File: config.mk
export PLATFORM = sky130hd
export DESIGN_NAME = dyp_cell
export DESIGN_NICKNAME = d
export VERILOG_FILES = /design/src/rtl/dyp_pkg.sv /design/src/rtl/dyp_cell.sv
export SDC_FILE = /design/constraint.sdc
export NUM_CORES = 1
export LEC_CHECK = 0
export BUFFER_PORTS_ARGS = -buffer_cell sky130_fd_sc_hd__buf_4
export CORE_UTILIZATION = 30
export DETAILED_ROUTE_END_ITERATION = 8
export HOLD_SLACK_MARGIN = 0.03
export PLACE_DENSITY = 0.47
export RECOVER_POWER = 100
export SKIP_CTS_REPAIR_TIMING = 1
export SYNTH_ARGS = -nofsm -noshare
export SYNTH_HDL_FRONTEND = slang
export SYNTH_SLANG_ARGS = --single-unit
File: constraint.sdc
create_clock -name clock -period 4.4 [get_ports clock]
set_input_delay 0.22 -clock clock [delete_from_list [all_inputs] [get_ports clock]]
set_output_delay 0.22 -clock clock [all_outputs]
set_load 0.05 [all_outputs]
File: src/rtl/dyp_pkg.sv
// Shared constants, types and the arctangent table for the direction-to-angles block.
package dyp_pkg;

   // Defaults for the top-level parameters
   localparam int COMPONENT_WIDTH_DEF     = 16;
   localparam int ANGLE_FRACTION_BITS_DEF = 6;
   localparam int CORDIC_STAGES_DEF       = 16;

   // Fixed arithmetic settings
   localparam int GUARD_BITS = 8;
   localparam int ACC_FRAC   = 20;
   localparam int ACC_WIDTH  = 28;
   localparam int TABLE_LEN  = 24;
   localparam int GAIN_WIDTH = 31;
   localparam int GAIN_SHIFT = 22;
   localparam logic [GAIN_WIDTH-1:0] GAIN_Q30 = 31'd1768195363;

   // Quadrant and special-case flags carried beside the datapath
   typedef struct packed {
      logic x_neg;
      logic z_neg;
      logic y_neg;
      logic y_pos;
      logic vertical;
   } flags_type;

   // atan(2^-i) in degrees, Q20
   function automatic logic signed [ACC_WIDTH-1:0] atan_q20(input int idx);
      logic signed [ACC_WIDTH-1:0] val;
      unique case (idx)
         0:       val = 28'sd47185920;
         1:       val = 28'sd27855475;
         2:       val = 28'sd14718068;
         3:       val = 28'sd7471121;
         4:       val = 28'sd3750058;
         5:       val = 28'sd1876857;
         6:       val = 28'sd938658;
         7:       val = 28'sd469357;
         8:       val = 28'sd234682;
         9:       val = 28'sd117342;
         10:      val = 28'sd58671;
         11:      val = 28'sd29335;
         12:      val = 28'sd14668;
         13:      val = 28'sd7334;
         14:      val = 28'sd3667;
         15:      val = 28'sd1833;
         16:      val = 28'sd917;
         17:      val = 28'sd458;
         18:      val = 28'sd229;
         19:      val = 28'sd115;
         20:      val = 28'sd57;
         21:      val = 28'sd29;
         22:      val = 28'sd14;
         23:      val = 28'sd7;
         default: val = '0;
      endcase
      return val;
   endfunction

endpackage

File: src/rtl/dyp_cell.sv
// One vectoring CORDIC cell: a single micro-rotation with its pipeline register.
module dyp_cell #(
   parameter int W     = 28,
   parameter int AW    = dyp_pkg::ACC_WIDTH,
   parameter int PW    = 8,
   parameter int STAGE = 0
) (
   input  logic                 clock,
   input  logic                 reset,
   input  logic                 advance,
   input  logic                 in_valid,
   input  logic signed [W-1:0]  in_px,
   input  logic signed [W-1:0]  in_py,
   input  logic signed [AW-1:0] in_acc,
   input  logic [PW-1:0]        in_pay,
   output logic                 out_valid,
   output logic signed [W-1:0]  out_px,
   output logic signed [W-1:0]  out_py,
   output logic signed [AW-1:0] out_acc,
   output logic [PW-1:0]        out_pay
);

   logic                 valid_ff;
   logic signed [W-1:0]  px_ff, px_in, py_ff, py_in, dx, dy;
   logic signed [AW-1:0] acc_ff, acc_in;
   logic [PW-1:0]        pay_ff;
   logic                 rot_pos;

   always_comb begin
      dx      = in_py >>> STAGE;
      dy      = in_px >>> STAGE;
      rot_pos = !in_py[W-1] && (in_py != '0);
      if (rot_pos) begin
         px_in  = in_px + dx;
         py_in  = in_py - dy;
         acc_in = in_acc + dyp_pkg::atan_q20(STAGE);
      end else begin
         px_in  = in_px - dx;
         py_in  = in_py + dy;
         acc_in = in_acc - dyp_pkg::atan_q20(STAGE);
      end
   end

   always_ff @(posedge clock) begin
      if (reset) begin
         valid_ff <= 1'b0;
      end else if (advance) begin
         valid_ff <= in_valid;
      end
   end

   always_ff @(posedge clock) begin
      if (advance) begin
         px_ff  <= px_in;
         py_ff  <= py_in;
         acc_ff <= acc_in;
         pay_ff <= in_pay;
      end
   end

   assign out_valid = valid_ff;
   assign out_px    = px_ff;
   assign out_py    = py_ff;
   assign out_acc   = acc_ff;
   assign out_pay   = pay_ff;

endmodule

== Word-level counts from Yosys, hierarchy flattened ==
Index checks and enable logic that the tools add are counted.
Cells by class
  add/sub/neg operators: 5
  multiplexer cells: 3
  reduce and logical (&&, ||, !) cells: 3
Operators by type and width (count)
  $mux 28: 3
  $sub 28x28->28: 2
  $add 28x27->28 const B: 1
  $add 28x28->28: 1
  $reduce_bool 28->1: 1
  $sub 28x27->28 const B: 1
  $logic_and 1x1->1: 1
  $logic_not 1->1: 1
Storage, ports and cells
  register bits: 93
  input port bits: 96
  output and inout port bits: 93
  word-level logic and storage cells: 16

== Depth between registers and ports, before layout ==
Gate-level depths: netlist of the first run.
  word-level depth: 3
  gate-level depth with buffers: 15
  mapped depth without buffers: 12

== Least setup slack after synthesis of the first run ==
Ideal clock, no wire load.
  path type: input to register
  from: in in_py[5]
  to: reg acc_ff[27], in the netlist out_acc[27] (data pin)
  library setup time: 259 ps
  data arrival time: 2904 ps
  data required time: 4141 ps
  slack: 1236 ps
  stages on the path: 15
  path buffers: 3
  cells stage by stage: nor4_1 -> nand4_1 -> nor2_1 -> or2_2 -> clkbuf_1 -> clkbuf_1 -> buf_1 -> ha_1 -> a21o_1 -> a21oi_1 -> o21bai_1 -> a21oi_1 -> o21bai_1 -> a21oi_1 -> xnor2_1
Between the ends
  longest elaborated chain between the ends: 3
RTL lines
  start, declared: RTL line dyp_cell.sv:13  | input logic signed [W-1:0] in_py,
  $reduce_bool 28->1: RTL line dyp_cell.sv:32  | rot_pos = !in_py[W-1] && (in_py != '0);
  $logic_and 1x1->1: RTL line dyp_cell.sv:32
  $mux 28: RTL line dyp_cell.sv:33  | if (rot_pos) begin
  named net acc_in[27]: RTL line dyp_cell.sv:25  | logic signed [AW-1:0] acc_ff, acc_in;
  end signal, assigned: RTL line dyp_cell.sv:56  | acc_ff <= acc_in;
  end, declared: RTL line dyp_cell.sv:25
The timed path passes the listed nets, and every way through them passes these cells.
A chain may end at the register's enable or synchronous reset.

== Worst setup path after layout of the first run ==
  from: in in_px[0]
  to: reg px_ff[26], in the netlist out_px[26] (data pin)
Between the ends
  longest elaborated chain between the ends: 2
  elaborated cells between the ends (all ways): 3
  those cells by class: add/sub: 2; mux: 1
RTL lines
  start, declared: RTL line dyp_cell.sv:12  | input logic signed [W-1:0] in_px,
  $sub 28x28->28 / $add 28x28->28 (equally long branches): RTL line dyp_cell.sv:38, dyp_cell.sv:34
  $mux 28 *: RTL line dyp_cell.sv:33
  named net px_in[26]: RTL line dyp_cell.sv:24  | logic signed [W-1:0] px_ff, px_in, py_ff, py_in, dx, dy;
  end signal, assigned: RTL line dyp_cell.sv:54  | px_ff <= px_in;
  end, declared: RTL line dyp_cell.sv:24
Mark *: on every way through the listed nets, which the timed path passes. The rest lies on a longest branch.

==> qor.yml, run 1 <==
portBuffers: 188
rsz0062_at_grt: "no"
initial_utilization: 0.3073
slew_viol_final: 0
grt_max_degree: 66
seq_area_frac_synth: 0.3536
die_h_um: 163.1
muxShareOfSynthArea: 0.01816
critical_path_arrival_ns: 3.69
yosysWarnings: 0
slowest_delay_ns: 0.68
period_share: 0.8140
path_clk_slew_ns: 0.07
antenna_found_initial: 0
switching_share: 0.4239
routed_via_density: 5.014
setup_viol: 0
cp-start-kind: "primary input"
use_met1: 0.2441
drt_first_pass_iters: 5
met2_usage: 0.3023
synth_compound_area_frac: 0.2273
hold_viol: 0
synth_xor_area_frac: 0.06639
worst-path-buf-inv: 2
r2r_slack_ns: 3.82
hold_start: "in_pay[3]"
cap_violations: 0
setup_tns_ns: 0
fin_crit_ns: 3.582
synth_edf_count: 91
netlist_top_cells_area: "edfxtp_1 35%, ha_1 15%, xnor2_1 5.9%, a21oi_1 5.8%, inv_1 4.1%"
synthAdderAreaFrac: 0.1598
status: "finished, final reports clean"
power.density_nw_per_um2: 346.2
crit_chain: "clkbuf_1 > ha_1 > inv_1 > fa_1 > o21bai_1 > a21oi_1 > o311ai_0 > a31o_1 > a31oi_4 > o311ai_2 > a2111oi_0 > a311o_1 > xnor2_1"
synth_top_cells_by_count: "93 x ha_1, 91 x edfxtp_1, 90 x a21oi_1"
die-width_um: 163.1
grt-ovfl-total: 0
skew_ns: 0
hpwl_mm: 19.12
crit_slowest_cell: "o311ai_0"
drive_gt1_frac: 0.1257
synth_top_family_by_area: "compound AO/OA/AOI/OAI gates"
p_comb_frac: 0.415
coreArea_sq_um: 25330
totalWireLength_mm: 24.60
nets: 1214
clkPwrFrac: 0.236
synth.ff_latch_count: 92
cts_tree: "done"
timing.rr.start: "out_valid"
wl_per_cell_um: 18.14
synth.most_common_cell: "ha_1"
dr_total_vias: 6799
leakagePower_nw: 4.035
slew-limit-headroom: 0.02904
worst_pin_slew_ns: 1.456
dieArea_sq_um: 26590
netSwitchingPower_mw: 1.411
yosys.cell_types.count: 81
cp-startpoint: "in_px[0]"
synth_top_area_frac: 0.3511
synth_flop_cell: "edfxtp_1"
fillCellCount: 2644
crit_type: "in -> reg"
dr.first_iter.drc_count: 456
postSynthAreaPerCell_sq_um: 9.435
clk_latency_ns: 0.35
drcViolationCount: 0
ios: 189
grt_use_total: 0.1812
p_seq_frac: 0.349
intPower_mw: 1.917
syn-instance-count: 825
syn_area_sq_um: 7784
hp-class: "in -> reg"
numClockSinks: 92
first_global_vias: 6460
multi_input_area_sq_um: 4478
synth-async-reset-ratio: 0
crit_family: "compound AO/OA/AOI/OAI gates"
cts_buffers: 9
post-route-util: 0.3795
gp_congestion: 0.8807
num_rows: 58
grt_pass1_wl_mm: 36.80
fmax_mhz: 279.2
syn_nets: 1018
area_growth_pct: 23.47
grt.met3_usage: 0.02590
ant_nets: 0
synth.largest_area_cell: "edfxtp_1"
root_buffer: "clkbuf_16"
busiest_layer: "met2"
cp_max_fo: 6
diodes: 0
clockBufferDepth: 2
synthSimpleGateAreaFrac: 0.1072
seq_area_sq_um: 2753
worst_ep_required_time_ns: 4.50
ir_drop_v: 0.0001875
end_kind: "flip-flop"
htree_levels: 3
[registers in the layout, summed over array words and instances, names as in the netlist]
name       cells
out_py        28
out_pay        8
out_valid      1
out_acc       28
out_px        27
[logic make-up (layout without fill, tap and decap cells)]
group | Yosys count | in the layout
AOI/OAI and AO/OA | 264 | 264
muxes | 14 | 14
DFF | 92 | 92
xor gates and xnor gates | 59 | 59
buffers and inverters | 125 | 326
adders and majority gates | 97 | 97
and+or+nand+nor | 174 | 174
[final timing paths]
| kind | cells after the start | end |
|---|---|---|
| min | 1 | out_pay[3] |
| max | 13 | out_px[26] |
| max reg2reg | 2 | out_valid |
| min reg2reg | 2 | out_valid |
[layer usage]
layer	part of all wire	wire, um
met1	0.45	11180
met2	0.48	11680
met3	0.057	1404
met4	0.013	330
met5	0	0
[layout by cell type (no fill, tap or decap), drive strengths merged, types with 8 or more instances in the layout]
cell type	instances
a211oi	13
nand3	10
nor2	59
o21bai	19
nor3	23
mux2i	13
o31ai	9
ha	93
nand2	34
nor4	10
buf	68
o21a	8
inv	91
xnor2	52
a21oi	91
edfxtp	91
clkbuf	137
a21o	24
o21ai	45
dlygate4sd3	24
[worst reg2reg max path, cell delays in order (launching register included)]
cell	delay (ns)
dfxtp_1	0.31
mux2i_1	0.12
nor2_1	0.05
[power groups by stage]
| stage | logic (mW) | registers [mW] | clock network (mW) |
|---|---|---|---|
| after floorplan | 0.568 | 1.61 | 0 |
| after global placement | 1.48 | 1.18 | 0 |
| after detailed placement | 1.47 | 1.18 | 0 |
| after CTS | 1.48 | 1.16 | 0.825 |
| after global routing | 1.48 | 1.17 | 0.845 |
| final | 1.38 | 1.16 | 0.786 |
[cell type report]
class,instances,area share
timing repair buffer,220,0.1390
sequential,92,0.2864
tap,330,0.04296
inverter,90,0.03515
multi-input combinational,608,0.4660
clock inverter,7,0.007030
clock buffer,9,0.02343
[through the flow]
| stage | power, mW | cells | hold slack, ns | instance area, sq um | worst slack [ns] |
|---|---|---|---|---|---|
| 6_report | 3.328 | 1356 | 0.06386 | 9610 | 0.8183 |
| 2_1_floorplan | 2.177 | 825 | 0.2924 | 7784 | 1.236 |
| 3_5_place_dp | 2.653 | 1316 | 0.3790 | 9480 | 0.9385 |
| 5_1_grt | 3.495 | 1356 | 0.05410 | 9610 | 0.6020 |
| 3_3_place_gp | 2.661 | 1316 | 0.3781 | 9480 | 0.8535 |
| 4_1_cts | 3.466 | 1332 | -0.005964 | 9773 | 1.312 |
(Power assumes the default switching activity.)
==> run 2: changes to the inputs <==
- PLACE_DENSITY: 0.47 -> 0.49
- clock period: 4.4 -> 3.2 ns (I/O delays scaled with it)
==> run 2 against run 1 <==
- the flow now finishes with violations (max-capacitance violations, max-slew violations)
- global-route usage increased by 0.26 points
- sequential share of layout area fell by 1.5 points
- core utilization increased by 2.1 points
- combinational power is 45% higher
- power up 43%
- highest routed layer unchanged
- non-clock buffer count is 62 higher
- register-to-register slack worse by 1.2 ns
- largest cell class unchanged
- clock power up 49%
- flip-flop and latch count did not move
- final cell count increased by 4.6%
- critical path depth shrank 1
- cell area is 5.6% higher
==> qor.yml, run 2 (same netlist as run 1, synthesis figures left out) <==
grt_pass1_wl_mm: 37.58  # +2.1%
hpwl_mm: 19.61  # +2.5%
cp_max_fo: 9  # +3
end_kind: "flip-flop"
grt_max_degree: 61  # -7.6%
netSwitchingPower_mw: 1.968  # +39%
die-width_um: 163.1  # unchanged
dieArea_sq_um: 26590  # unchanged
slew_viol_final: 61  # +61
clockBufferDepth: 2  # unchanged
worst_pin_slew_ns: 1.606  # +0.1491 ns
worst_ep_required_time_ns: 3.31  # -1.19 ns
hold_depth: 3  # +2
htree_levels: 3  # unchanged
rsz0062_at_grt: "no"
initial_utilization: 0.3073  # unchanged
power.density_nw_per_um2: 469.7  # +36%
period_share: 0.9404
first_global_vias: 6940  # +7.4%
failed_checks: "max-capacitance violations, max-slew violations"
hold_ws_ns: 0.03625  # -0.02761 ns
hp-class: "in -> reg"
leakagePower_nw: 4.357  # +8.0%
path_clk_slew_ns: 0.08  # about the same
drcViolationCount: 0  # unchanged
drt_first_pass_iters: 5  # unchanged
slew-limit-headroom: -0.07037  # -0.09941
clkPwrFrac: 0.246  # +0.010
intPower_mw: 2.800  # +46%
layout_common_cells: "117 x buf_4, 99 x clkbuf_1, 93 x ha_1"
ant_nets: 0  # unchanged
root_buffer: "clkbuf_16"
diodes: 0  # unchanged
ios: 189  # unchanged
p_comb_frac: 0.420  # +0.005
numClockSinks: 92  # unchanged
cts_buffers: 9  # unchanged
hold_viol: 0  # unchanged
grt-ovfl-total: 0  # unchanged
drive_gt1_frac: 0.1746  # +0.04890
routed_via_density: 5.001  # -0.25%
p_seq_frac: 0.334  # -0.015
crit_type: "in -> reg"
gp_congestion: 0.9012  # +2.3%
area_growth_pct: 30.38
switching_share: 0.4127  # -0.01116
coreArea_sq_um: 25330  # unchanged
timing.rr.start: "out_valid"
fmax_mhz: 332.3
grt_use_total: 0.1839  # +0.002611
fin_crit_ns: 3.009
dr_total_vias: 7092  # +4.3%
critical_path_arrival_ns: 3.12  # -0.57 ns
ir_drop_v: 0.0003592  # +92%
clk_latency_ns: 0.35  # about the same
portBuffers: 188  # unchanged
nets: 1276  # +5.1%
hold_start: "in_valid"
skew_ns: 0  # unchanged
final_common_cell: "buf_4"
cap_violations: 1  # +1
cp-start-kind: "primary input"
cp-startpoint: "in_px[4]"
cts_tree: "done"
antenna_found_initial: 0  # unchanged
dr.first_iter.drc_count: 629  # +38%
totalWireLength_mm: 24.76  # +0.66%
num_rows: 58  # unchanged
total_power_mw: 4.767  # +43%
reg2reg_depth: 2  # unchanged
setup_viol: 0  # unchanged
setup_tns_ns: 0  # unchanged
status: "finished with violations"
die_h_um: 163.1  # unchanged
wl_per_cell_um: 17.46  # -3.7%
## run 2: final timing paths
check / to / slack (ns)
setup / recovery: out_py[27] / 0.19
hold / removal: out_valid / 0.04
setup reg to reg: out_valid / 2.61
hold reg to reg: out_valid / 0.49
## run 2: power by group through the flow
stage                     sequential [mW]  clock, mW  combinational, mW
final                                1.59       1.17               2.00
after CTS                            1.60       1.23               2.13
after global placement               1.62          0               2.12
after global routing                 1.61       1.26               2.14
after detailed placement             1.62          0               2.12
after floorplan                      2.21          0              0.781
## run 2: metal layers
layer,global-route usage,up-vias,part of all wire
met1,0.2474,3327,0.46
met5,0,-,0
met2,0.3052,250,0.47
met3,0.02793,33,0.055
li1,-,3482,-
met4,0.04843,0,0.015
## run 2: final cells by class
cell class | instances | area [sq um]
multi-input cells | 608 | 4489
flip-flops and latches | 92 | 2753
inverters | 90 | 337.8
clock buffers | 9 | 225.2
fillers | 2655 | 15180
well taps | 330 | 412.9
clock inverters | 7 | 92.59
repair buffers | 282 | 1838
## run 2: through the flow
step	util	instances	cell area, sq um	worst slack, ns
after CTS	0.4052	1389	10260	0.3988
after global routing	0.4007	1418	10150	0.07025
after detailed placement	0.3927	1373	9946	0.02751
after global placement	0.3927	1373	9946	0.08264
final	0.4007	1418	10150	0.1906
after floorplan	-	825	7784	0.09637
## run 2: worst max-delay path: stages
cell	delay (ns)
buf_4	0.09
inv_1	0.04
ha_1	0.46
or2b_1	0.28
a311o_1	0.38
o21a_1	0.16
nand2_1	0.10
a211oi_1	0.11
o211ai_1	0.39
o21ai_1	0.24
a221o_1	0.33
or3_1	0.37
==> run 3: changes to the inputs <==
- CORE_UTILIZATION: 30 -> 35
- PLACE_DENSITY: 0.49 -> 0.55
==> run 3 against run 2 <==
- the run now ends clean
- power is 2.3% lower
- register-to-register slack hardly changed
- worst setup slack better by 0.088 ns
- combinational power hardly changed
- clock power is 7% lower
- maximum frequency is 3.0% higher
- non-clock buffer count is 10 lower
- largest cell class unchanged
- largest power group unchanged
==> qor.yml, run 3 (same netlist as run 1, synthesis figures left out) <==
coreArea_sq_um: 21820  # -14%
slew-limit-headroom: 0.09499  # +0.1654
routed_via_density: 5.207  # +4.1%
fin_crit_ns: 2.921  # -0.08814 ns
die_h_um: 151.1  # -7.3%
cts_buffers: 9  # unchanged
hpwl_mm: 18.73  # -4.5%
dieArea_sq_um: 22840  # -14%
slew_viol_final: 0  # -100%
crit_chain: "clkbuf_1 > inv_1 > ha_1 > or2b_1 > a311o_1 > o21a_1 > nand2_1 > a211oi_1 > o211ai_1 > o21ai_1 > a221o_1 > or3_1"
final_common_cell: "clkbuf_1"
leakagePower_nw: 4.273  # -1.9%
netSwitchingPower_mw: 1.955  # -0.64%
period_share: 0.9129  # -0.02755
clk_latency_ns: 0.35  # about the same
crit_type: "in -> reg"
path_clk_slew_ns: 0.08  # about the same
ir_drop_v: 0.0002491  # -31%
power.density_nw_per_um2: 467.9  # -0.40%
dp.cells: 1313  # -4.4%
initial_utilization: 0.3567  # +0.04934
cap_violations: 0  # -1
rsz0062_at_grt: "no"
setup_viol: 0  # unchanged
hold_ws_ns: 0.05162  # +0.01537 ns
worst_pin_slew_ns: 1.358  # -0.2480 ns
worst_ep_required_time_ns: 3.31  # about the same
clkPwrFrac: 0.234  # -0.012
slowest_delay_ns: 0.45  # about the same
portBuffers: 188  # unchanged
diodes: 0  # unchanged
htree_levels: 3  # unchanged
crit_slowest_cell: "ha_1"
layout_common_cells: "105 x clkbuf_1, 104 x buf_4, 93 x ha_1"
fillCellCount: 2276  # -14%
gp_congestion: 0.8901  # -1.2%
wl_per_cell_um: 17.59  # +0.77%
multi_input_area_sq_um: 4492  # about the same
antenna_found_initial: 0  # unchanged
skew_ns: 0  # unchanged
critical_path_arrival_ns: 3.03  # -0.09 ns
grt_max_degree: 52  # -15%
ant_nets: 0  # unchanged
intPower_mw: 2.702  # -3.5%
dr_total_vias: 7071  # -0.30%
area_growth_pct: 27.87
grt_use_total: 0.2060  # +0.02215
p_seq_frac: 0.342  # +0.008
totalWireLength_mm: 23.89  # -3.5%
seq_area_sq_um: 2753  # unchanged
cp_max_fo: 9  # unchanged
nets: 1266  # -0.78%
total_power_mw: 4.657  # -2.3%
fin_cells: 1358  # -4.2%
p_comb_frac: 0.424  # +0.004
drcViolationCount: 0  # unchanged
ios: 189  # unchanged
status: "finished, final reports clean"
hold_viol: 0  # unchanged
grt_pass1_wl_mm: 35.79  # -4.8%
die-width_um: 151.1  # -7.3%
drive_gt1_frac: 0.1623  # -0.01229
dr.first_iter.drc_count: 610  # -3.0%
setup_tns_ns: 0  # unchanged
hp-class: "in -> reg"
root_buffer: "clkbuf_16"
cts_tree: "done"
first_global_vias: 6644  # -4.3%
fmax_mhz: 342.3  # +3.0%
end_kind: "flip-flop"
dp_slack_ns: 0.05474  # +0.02723 ns
cp-start-kind: "primary input"
drt_first_pass_iters: 6  # +1
grt-ovfl-total: 0  # unchanged
layout_setup_ws_ns: 0.2787  # +0.08815 ns
numClockSinks: 92  # unchanged
switching_share: 0.4198  # +0.007088
clockBufferDepth: 2  # unchanged
num_rows: 54  # -6.9%
==> run 3: power groups by stage <==
stage          registers [mW]  clock network, mW  logic [mW]
2_1_floorplan            2.21                  0       0.781
3_3_place_gp             1.62                  0        2.09
3_5_place_dp             1.62                  0        2.09
4_1_cts                  1.60               1.13        2.10
5_1_grt                  1.61               1.16        2.11
6_report                 1.59               1.09        1.97
==> run 3: critical path: cells and delay by family <==
kind            cells  cell delay [ns]
compound gates      6             1.48
simple gates        3             0.72
fa+ha+maj           1             0.45
buf+inv             2             0.21
==> run 3: stage by stage <==
step | util | area, sq um
6_report | 0.4561 | 9953
5_1_grt | 0.4561 | 9953
4_1_cts | 0.4617 | 10080
3_5_place_dp | 0.4483 | 9783
3_3_place_gp | 0.4483 | 9783
2_1_floorplan | - | 7784
==> run 3: per-layer routing <==
layer,wire length [um],GRT usage,vias to the layer above
li1,-,-,3472
met1,10720,0.2708,3280
met2,11280,0.3417,285
met3,1378,0.03434,34
met4,517,0.06800,0
met5,0,0,-
==> run 3: area by class of cell <==
| cell class | count | share of cell area |
|---|---|---|
| sequential | 92 | 0.2766 |
| clock inverter | 7 | 0.006788 |
| multi-input combinational | 608 | 0.4513 |
| clock buffer | 9 | 0.02263 |
| timing repair buffer | 272 | 0.1736 |
| inverter | 90 | 0.03394 |
| tap | 280 | 0.03520 |
==> run 3: final timing paths <==
check | depth (start not counted) | end | startpoint | slack, ns
setup / recovery | 12 | out_py[27] | in_px[4] | 0.28
hold / removal | 3 | out_valid | in_valid | 0.05
setup reg to reg | 2 | out_valid | out_valid | 2.60
hold reg to reg | 2 | out_valid | out_valid | 0.50
